===== src/design/kdme_pkg.sv =====
package kdme_pkg;

  localparam int CFG_W   = 7;
  localparam int TILE_W  = 8;
  localparam int VALUE_W = 8;

  localparam logic [CFG_W-1:0] TILES_RESET = 7'd49;

  // register word indexes on the configuration port
  localparam logic REG_TILES = 1'b0;

  typedef enum logic [2:0] {
    KIND_TILE  = 3'd0,
    KIND_KNOWN = 3'd1,
    KIND_NEW   = 3'd2,
    KIND_BYTE  = 3'd3,
    KIND_FULL  = 3'd4
  } kind_t;

  typedef struct packed {
    logic [TILE_W-1:0] tile;
    logic              restart;
  } in_t;

  typedef struct packed {
    kind_t              kind;
    logic [VALUE_W-1:0] value;
    logic               last;
  } out_t;

  typedef enum logic [3:0] {
    ST_IDLE,
    ST_LOOK,
    ST_TILE,
    ST_SRD,
    ST_SCMP,
    ST_KNOWN,
    ST_NEW,
    ST_BYTE,
    ST_FULL
  } state_t;

  typedef struct packed {
    logic  take;
    logic  mark;
    logic  tbl_rd;
    logic  idx_inc;
    logic  store;
    logic  emit;
    kind_t kind;
    logic  last;
    logic  byte_inc;
    logic  clr_mask;
  } cmd_t;

  typedef struct packed {
    logic capt;
    logic diff;
    logic fend;
    logic scan_end;
    logic hit;
    logic full;
    logic byte_last;
    logic out_free;
  } stat_t;

endpackage


===== src/design/kdme_ctrl.sv =====
module kdme_ctrl (
  input  logic            clk,
  input  logic            rst_n,
  input  logic            in_valid,
  output logic            in_ready,
  input  kdme_pkg::stat_t stat,
  output kdme_pkg::cmd_t  cmd
);

  kdme_pkg::state_t state_r, state_nxt;

  always_ff @(posedge clk) begin
    if (!rst_n) begin
      state_r <= kdme_pkg::ST_IDLE;
    end else begin
      state_r <= state_nxt;
    end
  end

  always_comb begin
    state_nxt = state_r;
    cmd       = '0;
    cmd.kind  = kdme_pkg::KIND_TILE;
    in_ready  = 1'b0;
    case (state_r)
      kdme_pkg::ST_IDLE: begin
        in_ready = 1'b1;
        if (in_valid) begin
          cmd.take  = 1'b1;
          state_nxt = kdme_pkg::ST_LOOK;
        end
      end
      kdme_pkg::ST_LOOK: begin
        if (stat.capt) begin
          state_nxt = kdme_pkg::ST_IDLE;
        end else if (stat.diff) begin
          cmd.mark  = 1'b1;
          state_nxt = kdme_pkg::ST_TILE;
        end else if (stat.fend) begin
          state_nxt = kdme_pkg::ST_SRD;
        end else begin
          state_nxt = kdme_pkg::ST_IDLE;
        end
      end
      kdme_pkg::ST_TILE: begin
        if (stat.out_free) begin
          cmd.emit  = 1'b1;
          cmd.kind  = kdme_pkg::KIND_TILE;
          cmd.last  = !stat.fend;
          state_nxt = stat.fend ? kdme_pkg::ST_SRD : kdme_pkg::ST_IDLE;
        end
      end
      kdme_pkg::ST_SRD: begin
        if (stat.scan_end) begin
          state_nxt = stat.full ? kdme_pkg::ST_FULL : kdme_pkg::ST_NEW;
        end else begin
          cmd.tbl_rd = 1'b1;
          state_nxt  = kdme_pkg::ST_SCMP;
        end
      end
      kdme_pkg::ST_SCMP: begin
        if (stat.hit) begin
          state_nxt = kdme_pkg::ST_KNOWN;
        end else begin
          cmd.idx_inc = 1'b1;
          state_nxt   = kdme_pkg::ST_SRD;
        end
      end
      kdme_pkg::ST_KNOWN: begin
        if (stat.out_free) begin
          cmd.emit     = 1'b1;
          cmd.kind     = kdme_pkg::KIND_KNOWN;
          cmd.last     = 1'b1;
          cmd.clr_mask = 1'b1;
          state_nxt    = kdme_pkg::ST_IDLE;
        end
      end
      kdme_pkg::ST_FULL: begin
        if (stat.out_free) begin
          cmd.emit     = 1'b1;
          cmd.kind     = kdme_pkg::KIND_FULL;
          cmd.last     = 1'b1;
          cmd.clr_mask = 1'b1;
          state_nxt    = kdme_pkg::ST_IDLE;
        end
      end
      kdme_pkg::ST_NEW: begin
        if (stat.out_free) begin
          cmd.emit  = 1'b1;
          cmd.kind  = kdme_pkg::KIND_NEW;
          cmd.store = 1'b1;
          state_nxt = kdme_pkg::ST_BYTE;
        end
      end
      kdme_pkg::ST_BYTE: begin
        if (stat.out_free) begin
          cmd.emit     = 1'b1;
          cmd.kind     = kdme_pkg::KIND_BYTE;
          cmd.last     = stat.byte_last;
          cmd.byte_inc = 1'b1;
          if (stat.byte_last) begin
            cmd.clr_mask = 1'b1;
            state_nxt    = kdme_pkg::ST_IDLE;
          end
        end
      end
      default: begin
        state_nxt = kdme_pkg::ST_IDLE;
      end
    endcase
  end

endmodule


===== src/design/kdme_dp.sv =====
module kdme_dp #(
  parameter int MAX_TILES = 64,
  parameter int MAX_MASKS = 32
) (
  input  logic                       clk,
  input  logic                       rst_n,
  input  kdme_pkg::in_t              in_data,
  input  logic [kdme_pkg::CFG_W-1:0] tiles_cfg,
  input  logic                       out_ready,
  output logic                       out_valid,
  output kdme_pkg::out_t             out_data,
  input  kdme_pkg::cmd_t             cmd,
  output kdme_pkg::stat_t            stat
);

  localparam int POS_W     = $clog2(MAX_TILES);
  localparam int LEN_W     = $clog2(MAX_TILES + 1);
  localparam int CW        = LEN_W + 1;
  localparam int MAX_BYTES = (MAX_TILES + 7) / 8;
  localparam int MASK_W    = MAX_BYTES * 8;
  localparam int BYTE_W    = $clog2(MAX_BYTES + 1);
  localparam int BIDX_W    = (MAX_BYTES > 1) ? $clog2(MAX_BYTES) : 1;
  localparam int ADDR_W    = $clog2(MAX_MASKS);
  localparam int CNT_W     = $clog2(MAX_MASKS + 1);

  logic [kdme_pkg::TILE_W-1:0] kf_mem [MAX_TILES];
  logic [MASK_W-1:0]           tbl_mem [MAX_MASKS];

  logic [kdme_pkg::TILE_W-1:0] kf_q_r;
  logic [MASK_W-1:0]           tbl_q_r;
  logic [kdme_pkg::TILE_W-1:0] tile_r;
  logic [POS_W-1:0]            cur_pos_r;
  logic                        fend_r;
  logic                        capt_item_r;
  logic [BYTE_W-1:0]           nbytes_r;

  logic [POS_W-1:0]  pos_r, pos_nxt;
  logic              capt_r, capt_nxt;
  logic [MASK_W-1:0] mask_r, mask_nxt;
  logic [CNT_W-1:0]  count_r, count_nxt;
  logic [CNT_W-1:0]  idx_r, idx_nxt;
  logic [BYTE_W-1:0] byte_r, byte_nxt;
  logic              out_valid_r, out_valid_nxt;
  kdme_pkg::out_t    out_data_r;

  logic [kdme_pkg::CFG_W-1:0] len7;
  logic [LEN_W-1:0]           len;
  logic                       capt_eff;
  logic [POS_W-1:0]           pos_eff;
  logic [CW-1:0]              pos_inc;
  logic                       fend;
  logic [CW-1:0]              len_sum;
  logic [kdme_pkg::VALUE_W-1:0] value_sel;

  // clamp the frame length into one to MAX_TILES
  always_comb begin
    if (tiles_cfg == '0) begin
      len7 = 7'd1;
    end else if (tiles_cfg > 7'(MAX_TILES)) begin
      len7 = 7'(MAX_TILES);
    end else begin
      len7 = tiles_cfg;
    end
    len      = LEN_W'(len7);
    capt_eff = in_data.restart | capt_r;
    pos_eff  = in_data.restart ? '0 : pos_r;
    pos_inc  = CW'(pos_eff) + CW'(1);
    fend     = (pos_inc >= CW'(len));
    len_sum  = CW'(len) + CW'(7);
  end

  // key frame store; read and write share the address of the accepted tile
  always_ff @(posedge clk) begin
    if (cmd.take) begin
      if (capt_eff) begin
        kf_mem[pos_eff] <= in_data.tile;
      end
      kf_q_r      <= kf_mem[pos_eff];
      tile_r      <= in_data.tile;
      cur_pos_r   <= pos_eff;
      fend_r      <= fend;
      capt_item_r <= capt_eff;
      nbytes_r    <= BYTE_W'(len_sum >> 3);
    end
  end

  // mask table
  always_ff @(posedge clk) begin
    if (cmd.store) begin
      tbl_mem[count_r[ADDR_W-1:0]] <= mask_r;
    end
    if (cmd.tbl_rd) begin
      tbl_q_r <= tbl_mem[idx_r[ADDR_W-1:0]];
    end
  end

  always_comb begin
    pos_nxt   = pos_r;
    capt_nxt  = capt_r;
    mask_nxt  = mask_r;
    count_nxt = count_r;
    idx_nxt   = idx_r;
    byte_nxt  = byte_r;
    if (cmd.take) begin
      pos_nxt  = fend ? '0 : POS_W'(pos_inc);
      capt_nxt = capt_eff & !fend;
      idx_nxt  = '0;
      byte_nxt = '0;
      if (in_data.restart) begin
        mask_nxt  = '0;
        count_nxt = '0;
      end
    end
    if (cmd.mark) begin
      mask_nxt[cur_pos_r] = 1'b1;
    end
    if (cmd.idx_inc) begin
      idx_nxt = idx_r + CNT_W'(1);
    end
    if (cmd.store) begin
      count_nxt = count_r + CNT_W'(1);
    end
    if (cmd.byte_inc) begin
      byte_nxt = byte_r + BYTE_W'(1);
    end
    if (cmd.clr_mask) begin
      mask_nxt = '0;
    end
  end

  always_comb begin
    case (cmd.kind)
      kdme_pkg::KIND_TILE:  value_sel = tile_r;
      kdme_pkg::KIND_KNOWN: value_sel = 8'(idx_r);
      kdme_pkg::KIND_NEW:   value_sel = 8'(count_r);
      kdme_pkg::KIND_BYTE:  value_sel = mask_r[{byte_r[BIDX_W-1:0], 3'b000} +: 8];
      default:              value_sel = '0;
    endcase
    out_valid_nxt = out_valid_r;
    if (cmd.emit) begin
      out_valid_nxt = 1'b1;
    end else if (out_ready) begin
      out_valid_nxt = 1'b0;
    end
  end

  always_ff @(posedge clk) begin
    if (!rst_n) begin
      pos_r       <= '0;
      capt_r      <= 1'b1;
      mask_r      <= '0;
      count_r     <= '0;
      idx_r       <= '0;
      byte_r      <= '0;
      out_valid_r <= 1'b0;
    end else begin
      pos_r       <= pos_nxt;
      capt_r      <= capt_nxt;
      mask_r      <= mask_nxt;
      count_r     <= count_nxt;
      idx_r       <= idx_nxt;
      byte_r      <= byte_nxt;
      out_valid_r <= out_valid_nxt;
    end
  end

  always_ff @(posedge clk) begin
    if (cmd.emit) begin
      out_data_r.kind  <= cmd.kind;
      out_data_r.value <= value_sel;
      out_data_r.last  <= cmd.last;
    end
  end

  assign out_valid = out_valid_r;
  assign out_data  = out_data_r;

  always_comb begin
    stat.capt      = capt_item_r;
    stat.diff      = (tile_r != kf_q_r);
    stat.fend      = fend_r;
    stat.scan_end  = (idx_r == count_r);
    stat.hit       = (tbl_q_r == mask_r);
    stat.full      = (count_r == CNT_W'(MAX_MASKS));
    stat.byte_last = (BYTE_W'(byte_r + BYTE_W'(1)) == nbytes_r);
    stat.out_free  = !out_valid_r || out_ready;
  end

endmodule


===== src/design/keyframe_delta_mask_encoder.sv =====
// Channel   Direction  Handshake              Payload
// in_       input      in_valid / in_ready    in_data  (tile, restart)
// out_      output     out_valid / out_ready  out_data (kind, value, last)
// cfg_      input      APB, pready tied high  tiles_per_frame at byte address 0
//
// A tile takes a key frame read and then a compare; a changed tile also loads
// its result. On the last tile of a frame each stored mask is read from the table
// and compared, plus a final check when none of them matches, then each result
// waits for a free output slot; a new mask adds its index and up to eight bytes.
// Reset is synchronous, active low; the stores need no clearing pass. A stalled
// output holds the controller: no request is taken until its last result is loaded.
module keyframe_delta_mask_encoder #(
  parameter int MAX_TILES = 64,
  parameter int MAX_MASKS = 32
) (
  input  logic           clk,
  input  logic           rst_n,
  input  logic           in_valid,
  output logic           in_ready,
  input  kdme_pkg::in_t  in_data,
  output logic           out_valid,
  input  logic           out_ready,
  output kdme_pkg::out_t out_data,
  input  logic           cfg_psel,
  input  logic           cfg_penable,
  input  logic           cfg_pwrite,
  input  logic [2:0]     cfg_paddr,
  input  logic [31:0]    cfg_pwdata,
  output logic [31:0]    cfg_prdata,
  output logic           cfg_pready
);

  logic [kdme_pkg::CFG_W-1:0] tiles_r, tiles_nxt;
  kdme_pkg::cmd_t             cmd;
  kdme_pkg::stat_t            stat;

  always_comb begin
    tiles_nxt = tiles_r;
    if (cfg_psel && cfg_penable && cfg_pwrite && (cfg_paddr[2] == kdme_pkg::REG_TILES)) begin
      tiles_nxt = cfg_pwdata[kdme_pkg::CFG_W-1:0];
    end
  end

  always_ff @(posedge clk) begin
    if (!rst_n) begin
      tiles_r <= kdme_pkg::TILES_RESET;
    end else begin
      tiles_r <= tiles_nxt;
    end
  end

  assign cfg_pready = 1'b1;
  assign cfg_prdata = (cfg_paddr[2] == kdme_pkg::REG_TILES) ? 32'(tiles_r) : '0;

  kdme_ctrl u_ctrl (
    .clk      (clk),
    .rst_n    (rst_n),
    .in_valid (in_valid),
    .in_ready (in_ready),
    .stat     (stat),
    .cmd      (cmd)
  );

  kdme_dp #(
    .MAX_TILES (MAX_TILES),
    .MAX_MASKS (MAX_MASKS)
  ) u_dp (
    .clk       (clk),
    .rst_n     (rst_n),
    .in_data   (in_data),
    .tiles_cfg (tiles_r),
    .out_ready (out_ready),
    .out_valid (out_valid),
    .out_data  (out_data),
    .cmd       (cmd),
    .stat      (stat)
  );

endmodule


===== config.mk =====
export PLATFORM = sky130hd
export DESIGN_NAME = keyframe_delta_mask_encoder
export DESIGN_NICKNAME = d
export VERILOG_FILES = /design/src/design/kdme_pkg.sv /design/src/design/kdme_ctrl.sv /design/src/design/kdme_dp.sv /design/src/design/keyframe_delta_mask_encoder.sv
export SDC_FILE = /design/constraint.sdc
export NUM_CORES = 2
export LEC_CHECK = 0
export ABC_CLOCK_PERIOD_IN_PS = 18100
export BUFFER_PORTS_ARGS = -buffer_cell sky130_fd_sc_hd__buf_2
export CAP_MARGIN = 30
export CORE_MARGIN = 4
export CORE_UTILIZATION = 54
export DETAILED_ROUTE_END_ITERATION = 8
export HOLD_SLACK_MARGIN = 0.06
export PLACE_DENSITY = 0.7
export RECOVER_POWER = 100
export SLEW_MARGIN = 10
export SYNTH_ARGS = -nofsm -noshare
export SYNTH_HDL_FRONTEND = slang
export SYNTH_SLANG_ARGS = --single-unit

===== constraint.sdc =====
create_clock -name clk -period 18.1 [get_ports clk]
set_input_delay 1.81 -clock clk [delete_from_list [all_inputs] [get_ports clk]]
set_output_delay 1.81 -clock clk [all_outputs]
set_load 0.02 [all_outputs]

==> impl_results.md <==
- Hold Fails Final Rpt: 0
- Final period utilization: between 50 and 60%
- Die Width: about 450 um
- Hold slack: around 0.49 ns
- CP max stage delay: ~2.3 ns
- H-tree depth reported by CTS: 5
- Largest net degree at the start of global routing: ~140
- Cells after Synth: ~5000
- DRC viols: 0
- Final ANT Viol Nets: 0
- Switching Share: approximately 19%
- Failing checks: capacitance limit, slew limit
- Initial Util: 54.5%
- Die ar.: roughly 0.20 sq mm
- Mean Syn Cell Area: about 21 sq um
- Slew HR: -200%
- Final worst setup slack: about 8.7 ns
- Min Tclk post-route: ~9.4 ns
- Post-Synthesis Cell Area: around 0.11 sq mm
- Max VDD drop: 0.0000924 V
- I/O pins: between 90 and 100
- Via count: ~54000
- Kind of critical path: input pin to flop
- Flop pwr share: about 55%
- Async S/R FF share, synth: 0%
- Global route total overflow: 0
- Die height: approximately 450 um
- Drt wl/cell: 32.6 um
- Met3 wire len: around 28000 um
- WL met1: around 100000 um
- Post-synth EDFFs: around 2700
- MaxCap Viol Count: 137
- Placed cell area: between 0.1 and 0.15 sq mm
- Gate power share: 1.0%
- CORE AREA: 0.196 sq mm
- Vias/cell: 6.56
- Num rows: roughly 160
- I/O Buffers: 44
- Post-CTS setup buffers: 0
- Status: finished, violations left
- Drt pass-1 iters: 8
- Initial antenna violation count: 7
- First-pass GRT wire length: around 380000 um
- WP data required: ~19 ns
- Distinct cells, synth: 67
- Top Metal Used: met5
- Slew @ Worst Pin: roughly 4.5 ns
- Crit path buf inv count: 5
- Clock buffer depth: 4
- Vias in the first global route: around 53000
- Critical Path End Type: flop
- Power Dens Cells: ~110 mW/mm^2
- CTS sink cnt: 2763
- Clock power frac: between 40 and 50%
- RSZ-0062 raised after global routing: false
- CP delay by family, top: buffers and inverters
- Hold_buf cts: 0
- Pleak: roughly 39 nW
- CTS-repair resized insts: 0
- Int Power: slightly above 0.01 W
- Arr. time, crit path: about 9.8 ns
- Setup TNS: 0 ns
- CP startpoint kind: input pin
- Final HPWL DP: about 140000 um
- Final setup viols: 0
- RePlAce Congestion: 0.832
- Register area share after synthesis: a little under 80%
- Clock Skews: approximately 0.046 ns
- Final Util: 60.8%
- CTS Buf Count: between 200 and 300
- Max Fclk: approximately 110 MHz
- Synth warn: 0
- Fraction of final layout cells sized beyond drive strength 1: approximately a fifth
- Register Area: ~0.082 sq mm
- Met2 WL post-DR: 126000 um
- Area Overhead vs Synth: 11.4%
- CTS tree: built
- Top cell by count, worst path: clkbuf_1
- Worst-Skew Late Latency: about 0.92 ns
- Post-synthesis register bit count: ~2800
- Clock root buffer: clkbuf_16
- Max-slew violations: around 4200
- NetSw: around 0.0024 W
- Drt total wl: 266000 um
- Final instance area: 0.119 sq mm
- Multi-input logic area: 0.0235 sq mm
- Critical path's slowest cell: clkbuf_1
- Worst Hold Class: flop to flop
- Clock-pin slew on the worst setup and hold paths: around 0.060 ns
- Critical path cell sequence: clkbuf_1 -> nor2b_1 -> nor3_1 -> clkbuf_1 -> nand2_1 -> nor2_1 -> clkbuf_1 -> clkbuf_1 -> clkbuf_1
- Initial drt markers: around 7800
- Filler Cells Inserted: between 10000 and 15000
- Synth Flop Type: edfxtp_1
- Pre-CTS setup slack: around 12 ns
- Total GRT Usage: around a quarter
- Nets@finish: between 5000 and 6000
- Largest fanout on the critical path: 25
[Yosys cell counts, types with 5 or more instances]
cell	count	area, sq um
mux2i_1	109	1090
buf_4	26	195
a221o_1	5	50.1
a21boi_0	13	97.6
a22o_1	5	43.8
a311oi_1	7	61.3
and2_1	8	50.1
mux4_2	661	14900
nor2_1	206	773
nand3b_1	7	52.6
dfxtp_1	99	1980
buf_6	15	169
xor2_1	78	683
edfxtp_1	2664	80000
o21ai_0	41	205
nand2_1	200	751
nor3b_1	8	60.1
a22oi_1	73	548
or3_1	7	43.8
a21oi_1	106	531
nand4_1	13	81.3
nand2b_1	14	87.6
buf_2	69	345
ha_1	14	175
a221oi_1	35	307
nand3_1	49	245
o221ai_1	23	201
buf_1	38	143
o211ai_1	9	67.6
mux2_2	64	721
inv_1	10	37.5
nor4_1	25	156
o22ai_1	10	62.6
nor3_1	36	180
xnor2_1	11	96.3
a211oi_1	29	218
clkbuf_1	154	578
a222oi_1	5	50.1
nor2b_1	26	163
a31oi_1	13	81.3
[placed cells by master, fill, tap and decap left out, drive strengths merged, types with 15 or more instances in the layout]
| master | netlist | routed |
|---|---|---|
| nand2 | 200 | 200 |
| clkbuf | 154 | 573 |
| nor2b | 26 | 26 |
| nand3 | 49 | 49 |
| xor2 | 78 | 78 |
| nor4 | 25 | 25 |
| nor3 | 36 | 36 |
| a22oi | 73 | 73 |
| a21oi | 106 | 106 |
| buf | 148 | 68 |
| edfxtp | 2664 | 2664 |
| inv | 13 | 15 |
| a211oi | 29 | 29 |
| mux4 | 661 | 661 |
| clkinv | 1 | 106 |
| conb | 2 | 26 |
| mux2i | 109 | 109 |
| dfxtp | 99 | 99 |
| o221ai | 23 | 23 |
| a221oi | 35 | 35 |
| nor2 | 206 | 206 |
| o21ai | 43 | 43 |
| mux2 | 64 | 64 |
[per-layer routing]
metal  up-vias  track usage (%)
li1      21501                -
met3       546             5.36
met1     28187             37.9
met2      3292             40.0
met4         2             8.46
met5         -                0
[state kept, by name, summed over array words and instances (netlist names), 6 cells and up]
signal and flops:
u_dp.tile_r 8, u_dp.count_r 6, u_dp.mask_r 64, u_dp.idx_r 6, u_dp.pos_r 6, u_dp.kf_mem 512, u_dp.tbl_mem 2048, u_dp.kf_q_r 8
tiles_r 7, u_dp.tbl_q_r 64, u_dp.out_data 12, u_dp.cur_pos_r 6
[worst reg2reg max path: stages (launching register included)]
cell	delay, ns
dfxtp_1	0.81
nand2_1	0.19
nor3_1	0.18
clkbuf_1	0.48
nand2_1	0.46
nor2_1	1.40
clkbuf_1	0.94
clkbuf_1	1.68
clkbuf_1	2.30
[final cells by class]
| class | instances | area share (%) |
|---|---|---|
| clock inverters | 123 | 0.729 |
| flip-flops and latches | 2763 | 69.0 |
| repair buffers | 272 | 1.18 |
| diodes | 4 | 0.00842 |
| clock buffers | 369 | 6.58 |
| well taps | 2624 | 2.76 |
| multi-input cells | 1985 | 19.7 |
| inverters | 14 | 0.0453 |
[metrics by stage]
step	power (W)	instances
5_1_grt	0.0129	8152
6_report	0.0126	8154
2_1_floorplan	0.00714	5064
3_3_place_gp	0.00719	7606
4_1_cts	0.0127	8131
3_5_place_dp	0.00719	7639
[cells by family after synthesis]
family                   Yosys count  share of synthesized area (%)
AND/OR/NAND/NOR                  618                           2.62
adder cells (fa/ha/maj)           14                          0.164
flip-flops                      2763                           76.8
XOR/XNOR                          89                          0.731
other                              2                        0.00704
AO/OA/AOI/OAI                    404                           2.60
multiplexers                     834                           15.7
buffers and inverters            316                           1.39
[final timing paths]
path	cells after the start	slack [ns]	endpoint	start
worst min register to register	2	0.49	u_dp.pos_r[5]	u_dp.pos_r[5]
worst min-delay path	2	0.49	u_dp.pos_r[5]	u_dp.pos_r[5]
worst max-delay path	9	8.71	u_dp.tbl_mem[19][40]	out_ready
worst max register to register	8	9.13	u_dp.tbl_mem[19][40]	u_ctrl.state_r[1]
[power groups by stage]
stage	Clock (W)	Combinational, W	Sequential (W)
final	0.00554	0.000120	0.00694
after global routing	0.00588	0.000127	0.00693
after CTS	0.00560	0.000120	0.00693
after detailed placement	0	0.000120	0.00707
after global placement	0	0.000115	0.00707
after floorplan	0	0.0000725	0.00707
No activity file was read; power rests on OpenSTA's default activity.
